## src/hw/rtl/ucsd_pkg.sv

```systemverilog
package ucsd_pkg;

	localparam logic [1:0] ST_ORDINARY   = 2'd0;
	localparam logic [1:0] ST_TERMINATOR = 2'd1;
	localparam logic [1:0] ST_OVERRUN    = 2'd2;

	localparam int BYTE_BITS = 8;

	typedef struct packed {
		logic [BYTE_BITS-1:0] data_byte;
		logic                 new_record;
		logic [BYTE_BITS-1:0] end_code;
	} item_t;

	typedef struct packed {
		logic valid;
		item_t item;
	} queue_head_t;

endpackage

```

## src/hw/rtl/unary_code_stream_decoder.sv

```systemverilog
// channel | direction | fields                           | handshake
// data    | in        | data_byte, new_record, end_code  | data_valid / data_stall
// code    | out       | code_value, status, last         | code_valid / code_stall
//
// The bit engine takes one bit of a word per cycle while the output is not stalled; a word
// ends early at the bit that ends the record, and one after the end ends at its first bit.
// Up to 8 codes per word, one per cycle while not stalled. A 2-entry queue sits between input
// and bit engine; a taken word is queued, loaded into the engine, and its codes registered.
// arst_n clears queue, run count, done flag and valids.
// code_stall with a code valid freezes the bit engine only; input keeps filling the queue until it is full.
module unary_code_stream_decoder #(
	parameter int CODE_MAX = 255
) (
	input  logic       clk,
	input  logic       arst_n,
	input  logic       data_valid,
	output logic       data_stall,
	input  logic [7:0] data_byte,
	input  logic       new_record,
	input  logic [7:0] end_code,
	output logic       code_valid,
	input  logic       code_stall,
	output logic [7:0] code_value,
	output logic [1:0] status,
	output logic       last
);
	import ucsd_pkg::*;

	queue_head_t head;
	logic        q_pop;

	ucsd_front u_front (
		.clk        (clk),
		.arst_n     (arst_n),
		.data_valid (data_valid),
		.data_stall (data_stall),
		.data_byte  (data_byte),
		.new_record (new_record),
		.end_code   (end_code),
		.head       (head),
		.q_pop      (q_pop)
	);

	ucsd_back #(
		.CODE_MAX (CODE_MAX)
	) u_back (
		.clk        (clk),
		.arst_n     (arst_n),
		.head       (head),
		.q_pop      (q_pop),
		.code_valid (code_valid),
		.code_stall (code_stall),
		.code_value (code_value),
		.status     (status),
		.last       (last)
	);

endmodule

```

## src/hw/rtl/ucsd_front.sv

```systemverilog
module ucsd_front (
	input  logic               clk,
	input  logic               arst_n,
	input  logic               data_valid,
	output logic               data_stall,
	input  logic [7:0]         data_byte,
	input  logic               new_record,
	input  logic [7:0]         end_code,
	output ucsd_pkg::queue_head_t head,
	input  logic               q_pop
);
	import ucsd_pkg::*;

	item_t      mem_q [2];
	logic       wptr_q;
	logic       rptr_q;
	logic [1:0] cnt_q;
	logic       push;
	item_t      word_in;

	assign data_stall = (cnt_q == 2'd2);
	assign push       = data_valid && !data_stall;

	always_comb begin
		word_in.data_byte  = data_byte;
		word_in.new_record = new_record;
		word_in.end_code   = end_code;
	end

	assign head.valid = (cnt_q != 2'd0);
	assign head.item  = mem_q[rptr_q];

	always_ff @(posedge clk) begin
		if (push) begin
			mem_q[wptr_q] <= word_in;
		end
	end

	always_ff @(posedge clk or negedge arst_n) begin
		if (!arst_n) begin
			wptr_q <= 1'b0;
			rptr_q <= 1'b0;
			cnt_q  <= 2'd0;
		end else begin
			if (push) begin
				wptr_q <= ~wptr_q;
			end
			if (q_pop) begin
				rptr_q <= ~rptr_q;
			end
			unique case ({push, q_pop})
				2'b10:   cnt_q <= cnt_q + 2'd1;
				2'b01:   cnt_q <= cnt_q - 2'd1;
				default: cnt_q <= cnt_q;
			endcase
		end
	end

endmodule

```

## src/hw/rtl/ucsd_back.sv

```systemverilog
module ucsd_back #(
	parameter int CODE_MAX = 255
) (
	input  logic                  clk,
	input  logic                  arst_n,
	input  ucsd_pkg::queue_head_t head,
	output logic                  q_pop,
	output logic                  code_valid,
	input  logic                  code_stall,
	output logic [7:0]            code_value,
	output logic [1:0]            status,
	output logic                  last
);
	import ucsd_pkg::*;

	item_t      cur_q;
	logic       busy_q;
	logic [2:0] idx_q;
	logic [7:0] run_q;
	logic       done_q;
	logic       valid_q;
	logic [7:0] value_q;
	logic [1:0] status_q;
	logic       last_q;

	logic       out_free;
	logic       advance;
	logic       bit_v;
	logic       res_v;
	logic [1:0] res_status;
	logic [7:0] res_value;
	logic [7:0] run_nx;
	logic       done_nx;
	logic [7:0] rem;
	logic [2:0] nrem;
	logic       more;
	logic       finish;
	logic       load;

	assign out_free = !valid_q || !code_stall;
	assign advance  = busy_q && out_free;
	assign bit_v    = cur_q.data_byte[idx_q];

	always_comb begin
		res_v      = 1'b0;
		res_status = ST_ORDINARY;
		res_value  = 8'd0;
		run_nx     = run_q;
		done_nx    = done_q;
		if (!done_q) begin
			if (!bit_v) begin
				if ((run_q >= cur_q.end_code) || (32'(run_q) >= CODE_MAX)) begin
					res_v      = 1'b1;
					res_status = ST_OVERRUN;
					run_nx     = 8'd0;
					done_nx    = 1'b1;
				end else begin
					run_nx = run_q + 8'd1;
				end
			end else begin
				res_v  = 1'b1;
				run_nx = 8'd0;
				priority if (run_q > cur_q.end_code) begin
					res_status = ST_OVERRUN;
					done_nx    = 1'b1;
				end else if (run_q == cur_q.end_code) begin
					res_status = ST_TERMINATOR;
					res_value  = run_q;
					done_nx    = 1'b1;
				end else begin
					res_value = run_q;
				end
			end
		end
	end

	// another result follows in this word: a one bit ahead, or a zero run long enough to overrun
	assign rem    = (cur_q.data_byte >> idx_q) >> 1;
	assign nrem   = 3'd7 - idx_q;
	assign more   = (|rem) || (32'(nrem) > CODE_MAX) || ({5'd0, nrem} > cur_q.end_code);
	assign finish = done_nx || (idx_q == 3'd7);
	assign load   = head.valid && (!busy_q || (advance && finish));
	assign q_pop  = load;

	always_ff @(posedge clk) begin
		if (load) begin
			cur_q <= head.item;
		end
		if (advance && res_v) begin
			value_q  <= res_value;
			status_q <= res_status;
			last_q   <= done_nx || !more;
		end
	end

	always_ff @(posedge clk or negedge arst_n) begin
		if (!arst_n) begin
			busy_q  <= 1'b0;
			idx_q   <= 3'd0;
			run_q   <= 8'd0;
			done_q  <= 1'b0;
			valid_q <= 1'b0;
		end else begin
			if (load) begin
				busy_q <= 1'b1;
				idx_q  <= 3'd0;
				if (head.item.new_record) begin
					run_q  <= 8'd0;
					done_q <= 1'b0;
				end else if (advance) begin
					run_q  <= run_nx;
					done_q <= done_nx;
				end
			end else if (advance) begin
				run_q  <= run_nx;
				done_q <= done_nx;
				idx_q  <= idx_q + 3'd1;
				if (finish) begin
					busy_q <= 1'b0;
				end
			end
			if (advance && res_v) begin
				valid_q <= 1'b1;
			end else if (!code_stall) begin
				valid_q <= 1'b0;
			end
		end
	end

	assign code_valid = valid_q;
	assign code_value = value_q;
	assign status     = status_q;
	assign last       = last_q;

endmodule

```

## config.mk

```make
export PLATFORM = sky130hd
export DESIGN_NAME = unary_code_stream_decoder
export DESIGN_NICKNAME = d
export VERILOG_FILES = /design/src/hw/rtl/ucsd_pkg.sv /design/src/hw/rtl/unary_code_stream_decoder.sv /design/src/hw/rtl/ucsd_front.sv /design/src/hw/rtl/ucsd_back.sv
export SDC_FILE = /design/constraint.sdc
export NUM_CORES = 1
export LEC_CHECK = 0
export ABC_AREA = 1
export ABC_CLOCK_PERIOD_IN_PS = 3000
export BUFFER_PORTS_ARGS = -buffer_cell sky130_fd_sc_hd__buf_2
export CAP_MARGIN = 10
export CORE_AREA = 2 2 83 85
export CTS_CLUSTER_SIZE = 14
export DETAILED_ROUTE_END_ITERATION = 8
export DIE_AREA = 0 0 85 87
export HOLD_SLACK_MARGIN = 0.1
export PLACE_DENSITY = 0.78
export SLEW_MARGIN = 10
export SYNTH_ARGS = -nofsm -noshare
export SYNTH_HDL_FRONTEND = slang
export SYNTH_SLANG_ARGS = --single-unit
export TNS_END_PERCENT = 100
```

## constraint.sdc

```tcl
create_clock -name clk -period 3 [get_ports clk]
set_input_delay 0.15 -clock clk [delete_from_list [all_inputs] [get_ports clk]]
set_output_delay 0.15 -clock clk [all_outputs]
set_load 0.005 [all_outputs]
```

Word-level counts from Yosys, hierarchy flattened
Memory sizes are Yosys's and may differ from the RTL's.
Index checks and enable logic that the tools add are counted.
{"block": "totals", "ff_bits": 45, "latchBits": 0, "ramBits": 34, "rom_bits": 0, "in_bits": 21, "out_inout_bits": 13, "wordCells": 89, "n_memories": 1}
{"name": "u_front.mem_q", "depth": 2, "word_bits": 17, "read_ports": 1, "rd_clocked_by_memory_dff": 0, "write_ports": 1, "line": "ucsd_front.sv:14", "text": "item_t mem_q [2];"}
{"block": "op_classes", "add_sub_neg": 5, "n_mul": 0, "div": 0, "magnitude_cmp": 5, "n_eq_ne": 6, "shifts": 1, "n_mux": 32, "n_bitwise": 3, "n_reduce_logical": 23}
{"operator": "two-way mux 8 bit", "count": 6}
{"operator": "two-way mux 1 bit", "count": 19}
{"operator": "adder 8 x 1 -> 8 bit, second input constant", "count": 1}
{"operator": "== test 8 bit", "count": 1}
{"operator": "greater-or-equal comparator 8 bit", "count": 1}
{"operator": "greater-or-equal comparator 8 bit, second input constant", "count": 1}
{"operator": "> comparator 3 x 8 -> 1 bit", "count": 1}
{"operator": "> comparator 8 bit", "count": 1}
{"operator": "nonzero test 2 bit", "count": 4}
{"operator": "right shift 8 x 3 -> 8 bit", "count": 1}
{"operator": "OR reduction 7 bit", "count": 1}
{"operator": "logical OR 1 bit", "count": 6}
{"operator": "two-way mux 2 bit", "count": 3}
{"operator": "two-way mux 3 bit", "count": 2}
{"operator": "logical AND 1 bit", "count": 5}
{"operator": "logical NOT 1 bit", "count": 5}
{"operator": "== test 2 bit, second input constant", "count": 2}
{"operator": "< comparator 3 x 4 -> 1 bit, second input constant", "count": 1}
{"operator": "case mux 2 bit (2 select lines)", "count": 1}
{"operator": "adder 3 x 1 -> 3 bit, second input constant", "count": 1}
{"operator": "binary-select mux 1 bit (select 3 bit)", "count": 1}
{"operator": "== test 3 bit, second input constant", "count": 1}
{"operator": "NOT 1 bit", "count": 3}
{"operator": "OR reduction 3 bit", "count": 1}
{"operator": "6 further kinds", "count": 6}

Depth between registers and ports, before layout
{"block": "logic_depth", "word_depth": 11, "ltp_mapped": 20, "ltp_nobuf": 19}

Modules after synthesis
Synthesis repeated with hierarchy kept, for this count alone.
{"block": "hier_totals", "hier_cells": 399, "hier_area_um2": 3839.9}
{"mod": "ucsd_back", "instances": 1, "cells_each": 283, "area_each_um2": 2351.0, "seq_area_each_um2": 1161.1}
{"mod": "ucsd_front", "instances": 1, "cells_each": 116, "area_each_um2": 1488.9, "seq_area_each_um2": 1121.1}

Worst setup path before layout
OpenSTA, ideal clock, no wires.
{"block": "synth_path", "path_type": "reg2reg", "from": "reg u_back.run_q[7]", "to": "reg u_front.cnt_q[1]", "setup_time_ps": 131, "arrival_ps": 2664, "required_time_ps": 2869, "setup_slack_ps": 205, "stages_incl_launch_ff": 17, "n_path_buf": 1, "synth_period_minus_slack_ps": 2795, "cell_sequence": "dfrtp_1 -> ha_1 -> nand2_1 -> nor2_1 -> nand4_1 -> nand3_1 -> inv_1 -> nand4_1 -> nand2_1 -> nand2_2 -> nand2_4 -> buf_6 -> inv_1 -> ha_1 -> a21oi_1 -> o21ai_0 -> xor2_1"}
{"block": "synth_between", "elab_chain_cells": 11, "word_cells_on_any_way": 18, "classes_between": "order compare (3); eq/ne (3); mux (6); reduce/logical (6)"}
{"element": "from (decl)", "line": "ucsd_back.sv:19", "text": "logic [7:0] run_q;"}
{"element": "from (signal assigned)", "line": "ucsd_back.sv:111", "text": "run_q <= run_nx;"}
{"element": "from (signal assigned)", "line": "ucsd_back.sv:115", "text": "run_q <= run_nx;"}
{"element": "greater-or-equal comparator 8 bit or == test 8 bit (tied branches)", "line": "ucsd_back.sv:52, ucsd_back.sv:66"}
{"element": "logical OR 1 bit or two-way mux 1 bit (tied branches)", "line": "ucsd_back.sv:52, ucsd_back.sv:66"}
{"element": "two-way mux 1 bit, on equally long branches", "line": "ucsd_back.sv:52, ucsd_back.sv:63"}
{"element": "two-way mux 1 bit *", "line": "ucsd_back.sv:51", "text": "if (!bit_v) begin"}
{"element": "two-way mux 1 bit *", "line": "ucsd_back.sv:50", "text": "if (!done_q) begin"}
{"element": "logical OR 1 bit *", "line": "ucsd_back.sv:81", "text": "assign finish = done_nx || (idx_q == 3'd7);"}
{"element": "logical AND 1 bit *", "line": "ucsd_back.sv:82", "text": "assign load = head.valid && (!busy_q || (advance && finish));"}
{"element": "logical OR 1 bit *", "line": "ucsd_back.sv:82"}
{"element": "logical AND 1 bit *", "line": "ucsd_back.sv:82"}
{"element": "named net q_pop", "line": "unary_code_stream_decoder.sv:30", "text": "logic q_pop;"}
{"element": "== test 2 x 1 -> 1 bit or == test 2 bit (tied branches)", "line": "ucsd_front.sv:51", "text": "unique case ({push, q_pop})"}
{"element": "case mux 2 bit (2 select lines) or nonzero test 2 bit (tied branches)"}
{"element": "to (signal assigned)", "line": "ucsd_front.sv:52", "text": "2'b10: cnt_q <= cnt_q + 2'd1;"}
{"element": "to (signal assigned)", "line": "ucsd_front.sv:53", "text": "2'b01: cnt_q <= cnt_q - 2'd1;"}
{"element": "to (signal assigned)", "line": "ucsd_front.sv:54", "text": "default: cnt_q <= cnt_q;"}
{"element": "to (decl)", "line": "ucsd_front.sv:17", "text": "logic [1:0] cnt_q;"}
The timed path passes the listed nets; every way through them passes the cells marked *.
A chain may end at the register's enable or synchronous reset.

Final worst setup path
Same ends and word-level chain as after synthesis.

==> results.yml <==
hold_path:
  min_path_type: "primary input to flip-flop"
  holdPathStages: 3
floorplan:
  dieArea_um2: 7395
  die_h_um: 87
  rows: 30
  start_util: 0.5743
  ios: 34
  fp.dieW_um: 85
  core_area_um2: 6569
synth:
  ys_seq_area_frac: 0.6050
  dominantRegCellSynth: "edfxtp_1"
  synth-seq-cells: 79
  synth_xor_area_frac: 0.01625
  syn_area_um2: 3772
  async_flop_share: 0.2278
  synth-edff-count: 61
  synth_top_family_by_area: "simple AND/OR/NAND/NOR gates"
  yosys.area_share.simple: 0.2328
  synthMuxAreaShare: 0
  synth_nets: 410
  synthAdderAreaFrac: 0.04975
  yosysWarnings: 0
  synthCells: 374
  syn_area_per_cell_um2: 10.09
  netlist-cell-type-count: 35
  synth-compound-area-share: 0.03416
clocking:
  h-tree-depth: 3
  clockBufferDepth: 2
  postCtsSetupBuffers: 0
  cts_buffers: 9
  cts-root-buf: "clkbuf_8"
  clk_latency_ns: 0.35
  cts.sinks: 79
  cts_tree: "done"
  clk_pin_slew_ns: 0.09
flow_run:
  maxCapViolations: 0
setup_path:
  cp-end-kind: "flip-flop"
  r2r_slack_ns: 0.31
  rr_endpoint: "u_front.cnt_q[1]"
  r2r_cells: 15
  critPathCapture: "u_front.cnt_q[1]"
  setup.worst_path.start_class: "flip-flop"
  cp.arrival_ns: 2.92
  crit_required_ns: 3.24
  critPathLaunch: "u_back.run_q[7]"
  critical_path_class: "flip-flop to flip-flop"
  rr_startpoint: "u_back.run_q[7]"
  cp_max_fo: 15
placement:
  port_buffers: 33
  place.gp.congestion: 0.9095
  hpwl_um: 4633
route:
  drt-initial-drc-count: 141
  drtPass1Iterations: 4
  vias: 2646
  routed_wl_um: 6886
  wl_per_cell_um: 13.27
  via_per_inst: 5.098
  ant_nets: 0
  drc: 0
timing:
  rsz0062_at_grt: "false"
  tns_ns: 0
  period_needed_ns: 2.689
  setup_viol: 0
  slew_violations: 0
  hold_viol: 0
  whs_ns: 0.2117
  clock_skew_ns: 0.007431
  fmaxAchievable_mhz: 371.9
  fin_crit_sh: 0.8962
  slew-limit-headroom: 0.6173
  worstMarginPinSlew_ns: 0.5727
global_route:
  overflow: 0
  antenna_found_initial: 0
  grt_pass1_wl_um: 11510
  grt_pass1_vias: 2570
  grt_usage: 0.2036
  grt_max_degree: 24
power:
  p_leak_nw: 1.999
  p_total_w: 0.004233
  vdd_ir_drop_max_mv: 0.6083
  power.density_nw_per_um2: 957.0
run_status:
  status: "completed"
layout:
  fillCellCount: 465
  area_delta_synth_final_pct: 17.25
  drive_above_1_share: 0.1708
  nNetsFinal: 470
  diodes: 0
## per-layer routing
layer | share of wire | vias up | GRT usage
met2 | 0.53 | 64 | 0.3707
met3 | 0.042 | 12 | 0.05118
li1 | - | 1344 | -
met5 | 0 | - | 0
met4 | 0.018 | 0 | 0.07504
met1 | 0.41 | 1226 | 0.2314
## final cells by class
class / instances / area (um^2) / area share
clock inverters: 7 / 83.83 / 0.01895
inverters: 44 / 170.2 / 0.03847
repair buffers: 57 / 392.9 / 0.08883
clock buffers: 9 / 123.9 / 0.02801
multi-input cells: 243 / 1270 / 0.2871
flip-flops and latches: 79 / 2282 / 0.5160
well taps: 80 / 100.1 / 0.02263
## cells in the final DEF (no fill, tap or decap), types with 6 or more instances in the layout
cell type / netlist / routed
nand2_2: 7 / 6
xor2_1: 6 / 6
dfrtp_1: 18 / 18
nor3_1: 6 / 6
edfxtp_1: 61 / 61
a21oi_1: 10 / 10
nand2_1: 119 / 119
inv_1: 41 / 41
nor2_1: 32 / 32
clkbuf_8: 0 / 9
ha_1: 15 / 15
dlygate4sd3_1: 0 / 19
nand3_1: 19 / 19
buf_2: 0 / 33
## repair_timing
action / 4_1_cts / 5_1_grt
endpoints found under the hold margin: 53 / 0
gates resized for setup: 0 / 2
setup endpoints to repair: 0 / 1
hold buffers: 19 / 0
## logic make-up (layout without fill, tap and decap cells)
logic type	after synthesis	count (layout)
flip-flops	79	79
XOR/XNOR	7	7
AND/OR/NAND/NOR	199	199
adder cells (fa/ha/maj)	15	15
AO/OA/AOI/OAI	22	22
buffers and inverters	52	117
## power by group
part           internal (W)  switching (W)  leakage (nW)  total (W)
sequential          0.00165       0.000181         0.804    0.00184
combinational      0.000520        0.00105          1.09    0.00157
clock              0.000402       0.000423         0.103   0.000824
## cells in the mapped netlist (3+ instances only)
cell,number,area share
nand2_2,7,0.012
dfrtp_1,18,0.12
nor3_2,3,0.0080
nand3_2,3,0.0080
nand2_1,119,0.12
inv_1,41,0.041
ha_1,15,0.050
nor3_1,6,0.0080
clkbuf_1,3,0.0030
nor2_4,3,0.0090
o21ai_0,4,0.0053
nand4_1,3,0.0050
edfxtp_1,61,0.49
a21oi_1,10,0.013
buf_6,4,0.012
nand3_1,19,0.025
xor2_1,6,0.014
nor2_1,32,0.032
## through the flow
| stage | utilization | setup WS [ns] | instance area (um^2) | cells |
|---|---|---|---|---|
| after floorplan | - | 0.2047 | 3772 | 374 |
| after global placement | 0.6107 | 0.3622 | 4011 | 484 |
| after detailed placement | 0.6107 | 0.2764 | 4011 | 484 |
| after CTS | 0.6712 | 0.2324 | 4409 | 519 |
| after global routing | 0.6733 | 0.02979 | 4423 | 519 |
| final | 0.6733 | 0.3114 | 4423 | 519 |
## flip-flops by register name, indices dropped and copies added (netlist names)
signal and count:
u_back.run_q 8, u_back.idx_q 3, u_front.rptr_q 1, u_back.done_q 1, u_back.code_value 8, u_back.last 1
u_back.code_valid 1, u_front.wptr_q 1, u_front.cnt_q 2, u_front.mem_q 34, u_back.cur_q 16, u_back.status 2
u_back.busy_q 1
## worst min-delay path by stage
stage | start | endpoint | slack, ns
final | data_valid | u_front.wptr_q | 0.21
after CTS | data_valid | u_front.wptr_q | 0.20
after global placement | arst_n | u_back.run_q[0] | 0.11
after global routing | data_valid | u_front.wptr_q | 0.25
after floorplan | arst_n | u_back.busy_q | -0.15
after detailed placement | arst_n | u_back.run_q[0] | 0.11
## worst max-delay path, cell delays in order (launching register included)
cell	delay, ns
dfrtp_1	0.43
ha_1	0.32
nand2_1	0.07
nor2_1	0.16
nand4_1	0.17
nand3_1	0.20
inv_1	0.08
nand4_1	0.07
nand2_1	0.08
nand2_4	0.16
nand2_8	0.11
inv_1	0.10
ha_1	0.25
a21oi_1	0.11
o21ai_0	0.11
xor2_1	0.15
No activity file was read; power rests on OpenSTA's default activity.
